[src/hw/rtl/mhf_pkg.sv]
// Package of the multicast hash filter manager: widths, codes, entry type and CRC step.
package mhf_pkg;

	localparam int TABLE_DEPTH = 32;
	localparam int IDX_W       = (TABLE_DEPTH > 1) ? $clog2(TABLE_DEPTH) : 1;
	localparam int ADDR_W      = 48;
	localparam int BUCKET_W    = 6;
	localparam int FILTER_W    = 64;
	localparam int CRC_W       = 32;
	localparam int ADDR_BYTES  = ADDR_W / 8;
	localparam int BUCKET_SHIFT = 26;

	localparam logic [CRC_W-1:0] CRC_POLY   = 32'hEDB88320;
	localparam logic [CRC_W-1:0] CRC_PRESET = '1;

	localparam logic OP_ADD = 1'b0;
	localparam logic OP_DEL = 1'b1;

	localparam logic STATUS_OK   = 1'b0;
	localparam logic STATUS_FULL = 1'b1;

	typedef struct packed {
		logic [ADDR_W-1:0]   addr;
		logic [BUCKET_W-1:0] bucket;
	} entry_t;

	typedef struct packed {
		logic                done;
		logic [BUCKET_W-1:0] bucket;
	} crc_status_t;

	// One byte of the reflected CRC, least significant bit first.
	function automatic logic [CRC_W-1:0] crc_byte(input logic [CRC_W-1:0] crc_in,
		input logic [7:0] data);
		logic [CRC_W-1:0] c;
		c = crc_in;
		for (int k = 0; k < 8; k++) begin
			if (c[0] ^ data[k]) begin
				c = (c >> 1) ^ CRC_POLY;
			end else begin
				c = c >> 1;
			end
		end
		return c;
	endfunction

endpackage

[src/hw/rtl/mhf_if.sv]
// Handshake channel interfaces for requests and results of the filter manager.
interface mhf_req_if;
	logic                       valid;
	logic                       ready;
	logic                       opcode;
	logic [mhf_pkg::ADDR_W-1:0] mcast_addr;

	modport source (output valid, output opcode, output mcast_addr, input ready);
	modport sink   (input valid, input opcode, input mcast_addr, output ready);
endinterface

interface mhf_rsp_if;
	logic                         valid;
	logic                         ready;
	logic                         status;
	logic                         update_filter;
	logic [mhf_pkg::FILTER_W-1:0] filter_value;

	modport source (output valid, output status, output update_filter, output filter_value,
		input ready);
	modport sink   (input valid, input status, input update_filter, input filter_value,
		output ready);
endinterface

[src/hw/rtl/multicast_hash_filter_manager_top.sv]
// Top level of the multicast hash filter manager: sequencer, entry memory and filter.
//
// The block keeps up to TABLE_DEPTH multicast addresses and a 64-bit hash filter. Each
// request (add or delete one address) is handled on its own: the block accepts it, hashes
// the address with a byte-serial CRC-32 unit, then sweeps the entry memory once through
// its single read port, one entry per cycle, to find the address, the other users of its
// bucket and the lowest free slot. After acceptance come hashing, the hand-off of the
// bucket to the scan, TABLE_DEPTH reads, the return of the last read data and the commit.
// The table scan through the one memory read port dominates the time an operation takes.
// A new request is taken as soon as the previous one has committed, even while its result
// still waits in the output register; the next result is held back until the waiting one
// has been taken. The filter and the valid bits clear on reset; memory contents need no
// initialization because an entry is only ever looked at when its valid bit is set.
module multicast_hash_filter_manager_top (
	input  logic          clk,
	input  logic          arst_n,
	mhf_req_if.sink       req,
	mhf_rsp_if.source     rsp
);

	typedef enum logic [1:0] {
		ST_IDLE,
		ST_HASH,
		ST_SCAN,
		ST_COMMIT
	} state_t;

	state_t state_q;

	// Request payload, held for the whole operation.
	logic                         op_q;
	logic [mhf_pkg::ADDR_W-1:0]   addr_q;

	// Hash unit.
	logic                         crc_start;
	mhf_pkg::crc_status_t         crc_stat;
	logic [mhf_pkg::BUCKET_W-1:0] bkt_q;

	// Entry memory and valid bits.
	mhf_pkg::entry_t              mem [mhf_pkg::TABLE_DEPTH];
	logic [mhf_pkg::TABLE_DEPTH-1:0] entry_valid_q;

	// Scan pipeline: issue stage and the cycle the read data returns.
	logic                         issuing_q;
	logic [mhf_pkg::IDX_W-1:0]    rd_idx_q;
	logic                         rd_last;
	logic                         rd_vld_s1;
	logic                         rd_last_s1;
	logic [mhf_pkg::IDX_W-1:0]    rd_idx_s1;
	logic                         vbit_s1;
	mhf_pkg::entry_t              rd_data_s1;
	logic                         addr_eq;

	// Scan findings.
	logic                         match_q;
	logic [mhf_pkg::IDX_W-1:0]    match_idx_q;
	logic                         other_q;
	logic                         free_q;
	logic [mhf_pkg::IDX_W-1:0]    free_idx_q;

	// Commit decisions.
	logic                         commit;
	logic                         mem_we;
	logic                         upd;
	logic                         stat_nxt;
	logic [mhf_pkg::FILTER_W-1:0] bkt_bit;
	logic [mhf_pkg::FILTER_W-1:0] filter_q;
	logic [mhf_pkg::FILTER_W-1:0] filter_nxt;

	// Output register.
	logic                         rsp_valid_q;
	logic                         rsp_status_q;
	logic                         rsp_update_q;

	assign req.ready = (state_q == ST_IDLE);
	assign crc_start = req.valid && req.ready;

	mhf_crc u_crc (
		.clk    (clk),
		.arst_n (arst_n),
		.start  (crc_start),
		.addr   (req.mcast_addr),
		.stat   (crc_stat)
	);

	always_ff @(posedge clk) begin
		if (crc_start) begin
			op_q   <= req.opcode;
			addr_q <= req.mcast_addr;
		end
	end

	// Read data is used only during the scan and writes happen only at commit, so a write never
	// meets a read whose data is in use and no forwarding path is needed.
	always_ff @(posedge clk) begin
		if (mem_we) begin
			mem[free_idx_q] <= '{addr: addr_q, bucket: bkt_q};
		end
		rd_data_s1 <= mem[rd_idx_q];
	end

	assign rd_last = (rd_idx_q == mhf_pkg::IDX_W'(mhf_pkg::TABLE_DEPTH - 1));
	assign addr_eq = (rd_data_s1.addr == addr_q);

	// The stored bucket of an address is always its own hash, so on a delete the bucket of
	// the matching entry is already known; other users are the valid entries in that
	// bucket whose address differs. On an add with no match this is every user.
	assign commit  = (state_q == ST_COMMIT) && (!rsp_valid_q || rsp.ready);
	assign bkt_bit = mhf_pkg::FILTER_W'(1) << bkt_q;

	always_comb begin
		mem_we     = 1'b0;
		upd        = 1'b0;
		stat_nxt   = mhf_pkg::STATUS_OK;
		filter_nxt = filter_q;
		if (op_q == mhf_pkg::OP_ADD) begin
			if (!match_q) begin
				if (!other_q) begin
					filter_nxt = filter_q | bkt_bit;
					upd        = 1'b1;
				end
				if (free_q) begin
					mem_we = commit;
				end else begin
					// A full table still sets the bucket bit but stores nothing.
					stat_nxt = mhf_pkg::STATUS_FULL;
				end
			end
		end else begin
			if (match_q && !other_q) begin
				filter_nxt = filter_q & ~bkt_bit;
				upd        = 1'b1;
			end
		end
	end

	always_ff @(posedge clk or negedge arst_n) begin
		if (!arst_n) begin
			state_q       <= ST_IDLE;
			bkt_q         <= '0;
			entry_valid_q <= '0;
			issuing_q     <= 1'b0;
			rd_idx_q      <= '0;
			rd_vld_s1     <= 1'b0;
			rd_last_s1    <= 1'b0;
			rd_idx_s1     <= '0;
			vbit_s1       <= 1'b0;
			match_q       <= 1'b0;
			match_idx_q   <= '0;
			other_q       <= 1'b0;
			free_q        <= 1'b0;
			free_idx_q    <= '0;
			filter_q      <= '0;
			rsp_valid_q   <= 1'b0;
			rsp_status_q  <= 1'b0;
			rsp_update_q  <= 1'b0;
		end else begin
			// A commit in the same cycle loads the next result instead.
			if (rsp_valid_q && rsp.ready && !commit) begin
				rsp_valid_q <= 1'b0;
			end

			rd_vld_s1  <= (state_q == ST_SCAN) && issuing_q;
			rd_last_s1 <= (state_q == ST_SCAN) && issuing_q && rd_last;
			rd_idx_s1  <= rd_idx_q;
			vbit_s1    <= entry_valid_q[rd_idx_q];

			unique case (state_q)
				ST_IDLE: begin
					if (crc_start) begin
						state_q <= ST_HASH;
					end
				end
				ST_HASH: begin
					if (crc_stat.done) begin
						bkt_q     <= crc_stat.bucket;
						state_q   <= ST_SCAN;
						issuing_q <= 1'b1;
						rd_idx_q  <= '0;
						match_q   <= 1'b0;
						other_q   <= 1'b0;
						free_q    <= 1'b0;
					end
				end
				ST_SCAN: begin
					if (issuing_q) begin
						if (rd_last) begin
							issuing_q <= 1'b0;
						end else begin
							rd_idx_q <= rd_idx_q + mhf_pkg::IDX_W'(1);
						end
					end
					if (rd_vld_s1) begin
						if (vbit_s1 && addr_eq) begin
							match_q     <= 1'b1;
							match_idx_q <= rd_idx_s1;
						end
						if (vbit_s1 && !addr_eq && (rd_data_s1.bucket == bkt_q)) begin
							other_q <= 1'b1;
						end
						if (!vbit_s1 && !free_q) begin
							free_q     <= 1'b1;
							free_idx_q <= rd_idx_s1;
						end
						if (rd_last_s1) begin
							state_q <= ST_COMMIT;
						end
					end
				end
				ST_COMMIT: begin
					if (commit) begin
						filter_q     <= filter_nxt;
						rsp_valid_q  <= 1'b1;
						rsp_status_q <= stat_nxt;
						rsp_update_q <= upd;
						if (mem_we) begin
							entry_valid_q[free_idx_q] <= 1'b1;
						end
						if ((op_q == mhf_pkg::OP_DEL) && match_q) begin
							entry_valid_q[match_idx_q] <= 1'b0;
						end
						state_q <= ST_IDLE;
					end
				end
				default: begin
					state_q <= ST_IDLE;
				end
			endcase
		end
	end

	assign rsp.valid         = rsp_valid_q;
	assign rsp.status        = rsp_status_q;
	assign rsp.update_filter = rsp_update_q;
	assign rsp.filter_value  = filter_q;

endmodule

[src/hw/rtl/mhf_crc.sv]
// Byte-serial CRC-32 unit that yields the hash bucket of a multicast address.
module mhf_crc (
	input  logic                       clk,
	input  logic                       arst_n,
	input  logic                       start,
	input  logic [mhf_pkg::ADDR_W-1:0] addr,
	output mhf_pkg::crc_status_t       stat
);

	logic [mhf_pkg::CRC_W-1:0]  crc_q;
	logic [mhf_pkg::ADDR_W-1:0] data_q;
	logic [2:0]                 cnt_q;
	logic                       busy_q;
	logic                       done_q;

	always_ff @(posedge clk or negedge arst_n) begin
		if (!arst_n) begin
			busy_q <= 1'b0;
			done_q <= 1'b0;
			cnt_q  <= '0;
		end else begin
			done_q <= 1'b0;
			if (start) begin
				busy_q <= 1'b1;
				cnt_q  <= '0;
			end else if (busy_q) begin
				cnt_q <= cnt_q + 3'd1;
				if (cnt_q == 3'(mhf_pkg::ADDR_BYTES - 1)) begin
					busy_q <= 1'b0;
					done_q <= 1'b1;
				end
			end
		end
	end

	// Datapath: one address byte per cycle, byte 0 first.
	always_ff @(posedge clk) begin
		if (start) begin
			crc_q  <= mhf_pkg::CRC_PRESET;
			data_q <= addr;
		end else if (busy_q) begin
			crc_q  <= mhf_pkg::crc_byte(crc_q, data_q[7:0]);
			data_q <= data_q >> 8;
		end
	end

	assign stat.done   = done_q;
	assign stat.bucket = crc_q[mhf_pkg::BUCKET_SHIFT +: mhf_pkg::BUCKET_W];

endmodule
[src/flat_wrapper.sv]
// flat-port wrapper written by rule: the top's interface ports become plain ports
module multicast_hash_filter_manager_top_flat 
  (clk, arst_n, req_valid, req_opcode, req_mcast_addr, req_ready, rsp_valid, rsp_status, rsp_update_filter, rsp_filter_value, rsp_ready);
  mhf_req_if req_i ();
  mhf_rsp_if rsp_i ();
  input  logic clk;
  input  logic arst_n;
  input wire logic [$bits(req_i.valid)-1:0] req_valid;
  input wire logic [$bits(req_i.opcode)-1:0] req_opcode;
  input wire logic [$bits(req_i.mcast_addr)-1:0] req_mcast_addr;
  output wire logic [$bits(req_i.ready)-1:0] req_ready;
  output wire logic [$bits(rsp_i.valid)-1:0] rsp_valid;
  output wire logic [$bits(rsp_i.status)-1:0] rsp_status;
  output wire logic [$bits(rsp_i.update_filter)-1:0] rsp_update_filter;
  output wire logic [$bits(rsp_i.filter_value)-1:0] rsp_filter_value;
  input wire logic [$bits(rsp_i.ready)-1:0] rsp_ready;
  assign req_i.valid = req_valid;
  assign req_i.opcode = req_opcode;
  assign req_i.mcast_addr = req_mcast_addr;
  assign req_ready = req_i.ready;
  assign rsp_valid = rsp_i.valid;
  assign rsp_status = rsp_i.status;
  assign rsp_update_filter = rsp_i.update_filter;
  assign rsp_filter_value = rsp_i.filter_value;
  assign rsp_i.ready = rsp_ready;
  multicast_hash_filter_manager_top u_core (.clk(clk), .arst_n(arst_n), .req(req_i), .rsp(rsp_i));
endmodule
[config.mk]
export PLATFORM = sky130hd
export DESIGN_NAME = multicast_hash_filter_manager_top_flat
export DESIGN_NICKNAME = d
export VERILOG_FILES = /design/src/hw/rtl/mhf_pkg.sv /design/src/hw/rtl/mhf_if.sv /design/src/hw/rtl/multicast_hash_filter_manager_top.sv /design/src/hw/rtl/mhf_crc.sv /design/src/flat_wrapper.sv
export SDC_FILE = /design/constraint.sdc
export NUM_CORES = 2
export LEC_CHECK = 0
export CAP_MARGIN = 20
export CORE_MARGIN = 1.5
export CORE_UTILIZATION = 30
export CTS_CLUSTER_SIZE = 10
export DETAILED_ROUTE_END_ITERATION = 16
export DONT_BUFFER_PORTS = 1
export PLACE_DENSITY = 0.49
export SETUP_SLACK_MARGIN = 0.5
export SLEW_MARGIN = 20
export SYNTH_ARGS = -nofsm -noshare
export SYNTH_HDL_FRONTEND = slang
export SYNTH_SLANG_ARGS = --single-unit
[constraint.sdc]
create_clock -name clk -period 5.47 [get_ports clk]
set_input_delay 0 -clock clk [delete_from_list [all_inputs] [get_ports clk]]
set_output_delay 0 -clock clk [all_outputs]
set_load 0.03 [all_outputs]
==> flow_summary_export.csv <==
group,metric,value,unit
run_status,outcome,"completed",
synthesis,yosysTopAreaCell,"edfxtp_1",
synthesis,synth_area_leaders,"edfxtp_1 (70%), mux4_2 (16%), dfrtp_1 (4.4%)",
clock_tree,clockBufferDepth,3,
synthesis,yosysTopAreaCellShare,0.698,
grt,grt_pass1_wl,306000,µm
clock_tree,clk_latency,0.85,ns
placed_design,numPortBuffers,0,
route,via_per_inst,4.95,
timing,finalCritPeriodShare,0.691,
setup_path,cpPeakStageDelay,1.01,ns
setup_path,end_kind,"register",
floorplan,row_count,187,
timing,maxSlewViolCount,0,
floorplan,coreArea,260000,µm²
setup_path,crit_cells,6,
synthesis,synth.yosys.seq_area_share,0.764,
synthesis,syn_area,78500,µm²
timing,rsz0062_at_grt,"no",
setup_path,start_kind,"register",
setup_path,cp_max_fo,33,
setup_path,reg2reg_slack,1.69,ns
route,wl_per_cell,28.6,µm
timing,max_freq,264,MHz
min_path,hold_class,"in -> reg",
setup_path,crit_chain,"xor2_1 > nor4_1 > nand4_1 > nor4_1 > buf_4 > o22a_1",
route,route.detailed.drc,0,
final_layout,nFillCells,24000,
floorplan,die_h,515,µm
synthesis,synthTopCellsByCount,"edfxtp_1 (1825), mux4_2 (550), nand2_1 (197)",
setup_path,r2r_cells,6,
clock_tree,cts_resized,0,
synthesis,ys.flop_type,"edfxtp_1",
grt,grt_antenna_before_repair,13,
min_path,hold_path_depth,3,
final_layout,drive_above_1_share,0.258,
clock_tree,cts_root_buf,"clkbuf_16",
grt,grt_overflow,0,
placed_design,post-place-ws,1.65,ns
grt,grt_pass1_vias,39100,
floorplan,ios,121,
floorplan,fp.dieW,515,µm
grt,grt_start_max_net_pins,140,
floorplan,dieArea,265000,µm²
power,power.leakage,29.0,nW
clock_tree,htree_levels,4,
timing,fin_tns_setup,0,ns
final_layout,area_delta_synth_final,16.8,%
setup_path,cp.required,6.25,ns
synthesis,synth_cells,3602,
synthesis,synth.net_count,3664,
power,p_total,42.5,mW
job,cap_violations,0,
timing,hold_viol,0,
route,drtPass1Iterations,5,
synthesis,ys_async_sr_fraction,0.0678,
clock_tree,numCtsBuffers,228,
synthesis,synth_edf_count,1825,
final_layout,final_util,0.353,
synthesis,post-synth-top-count-cell,"edfxtp_1",
clock_tree,clkSinkCount,2050,
timing,fin_skew,0.0327,ns
setup_path,r2r-end,"u_core.match_q$_DFFE_PN0P_",
timing,setup_viol,0,
timing,worst_pin_slew,1.12,ns
clock_tree,clk_pin_slew,0.06,ns
placed_design,dp_hpwl,114000,µm
setup_path,cp_slowest_cell,"edfxtp_1",
placed_design,gp_congestion,0.739,
power,ir_drop,354,µV
clock_tree,cts_tree,"built",
route,vias,37400,
setup_path,r2r_start,"u_core.addr_q[31]$_DFFE_PP_",
floorplan,initial_core_util,0.302,
synthesis,ys.warnings.count,0,
timing,slew_headroom,0.249,
final_layout,final_net_count,3939,
timing,min_period,3.78,ns
setup_path,path_buf_inv,1,
setup_path,critical-path-top-delay-family,"simple AND/OR/NAND/NOR gates",
grt,grtUsageTotal,0.163,
power,p_per_area,463,nW/µm²
synthesis,synth-seq-cells,2050,
route,drt-initial-drc-count,3832,
synthesis,avgSynthCellArea,21.8,µm²
min_path,hp-start,"rsp_ready",
min_path,whs_endpoint,"u_core.rsp.valid$_DFF_PN0_",
setup_path,worstPathArrival,4.56,ns
setup_path,worstSetupPathType,"reg -> reg",
setup_path,cpMostUsedCell,"nor4_1",
final_layout,multi_input_area,17900,µm²
route,drtAntennaViolNets,0,
route,finalWirelength,217000,µm
synthesis,synth.distinct_cells,53,
timing,fin_ws,1.69,ns
final_layout,seq_area,60000,µm²
[kinds of logic (layout without fill, tap and decap cells)]
kind of cell,Yosys count,in the layout,synth area share
flops,2050,2050,0.764
fa+ha+maj,9,9,0.00143
compound gates,144,144,0.0126
simple gates,382,382,0.0215
mux,656,656,0.172
xor+xnor,129,129,0.0158
other cells,0,5,0
buf+inv,232,696,0.0123
[worst min-delay path: stages]
cell and delay, ns:
dlygate4sd3_1 0.55, nor2b_1 0.11, a21o_1 0.19
[flip-flops by register name, indices dropped and copies added, names as in the netlist, 2 cells and up, named ones only]
signal / count
u_core.mem: 1728
u_core.rd_data_s1: 54
u_core.addr_q: 48
u_core.u_crc.data_q: 48
u_core.entry_valid_q: 32
u_core.u_crc.crc_q: 32
u_core.bkt_q: 6
u_core.free_idx_q: 5
u_core.match_idx_q: 5
u_core.rd_idx_q: 5
u_core.rd_idx_s1: 5
u_core.u_crc.cnt_q: 3
u_core.state_q: 2
[where the power goes]
part | switching, mW | internal [mW] | total (mW) | leakage, nW
combinational | 4.84 | 4.05 | 8.89 | 6.85
sequential | 0.958 | 18.6 | 19.5 | 19.0
clock | 6.00 | 8.09 | 14.1 | 3.21
[how the worst max path moves through the flow]
stage                                              endpoint                          start
after floorplan                 u_core.mem[20][0]$_DFFE_PP_          u_core.op_q$_DFFE_PP_
after global placement         u_core.mem[16][24]$_DFFE_PP_  u_core.state_q[0]$_DFFE_PN0P_
after detailed placement         u_core.match_q$_DFFE_PN0P_     u_core.addr_q[8]$_DFFE_PP_
after CTS                        u_core.match_q$_DFFE_PN0P_    u_core.addr_q[31]$_DFFE_PP_
after global routing      u_core.match_idx_q[4]$_DFFE_PN0P_    u_core.addr_q[31]$_DFFE_PP_
final                            u_core.match_q$_DFFE_PN0P_    u_core.addr_q[31]$_DFFE_PP_
[what timing repair did]
item	4_1_cts	5_1_grt
hold endpoints to repair	297	1
endpoints found under the setup margin	0	0
hold buffers	98	1
buffers inserted	0	0
[stage by stage]
step	std cells	instance area, µm²	hold WS, ns
6_report	7567	91800	0.0528
5_1_grt	7566	91800	0.0220
4_1_cts	7560	91700	0.000142
3_5_place_dp	7043	84000	-0.292
3_3_place_gp	7042	83900	-0.292
2_1_floorplan	3602	78500	-0.296
[metal layers]
layer  up-vias  part of all wire  wire (µm)  global-route usage
met5         -           0.00012         27                   0
met1     20700              0.45      98400               0.237
met4         4             0.016       3440              0.0329
met3       236             0.059      12700              0.0288
met2      1070              0.47     102000               0.256
li1      15400                 -          -                   -
[layout by cell type (no fill, tap or decap), types with 65 or more instances in the layout]
cell type         n
clkbuf_1        166
dfrtp_1         134
nand2_1         195
xor2_1           67
edfxtp_1       1825
dfxtp_1          86
clkbuf_16       234
buf_4            84
mux2_2           65
dlygate4sd3_1    97
mux4_2          550
[area by class of cell]
| class | count | area share |
|---|---|---|
| antenna | 5 | 0.000136 |
| clock buffer | 408 | 0.0718 |
| clock inverter | 11 | 0.00180 |
| inverter | 49 | 0.00214 |
| multi-input combinational | 1320 | 0.195 |
| sequential | 2050 | 0.654 |
| tap | 3496 | 0.0477 |
| timing repair buffer | 228 | 0.0279 |
Note: power is estimated with default switching activity, not from simulation.
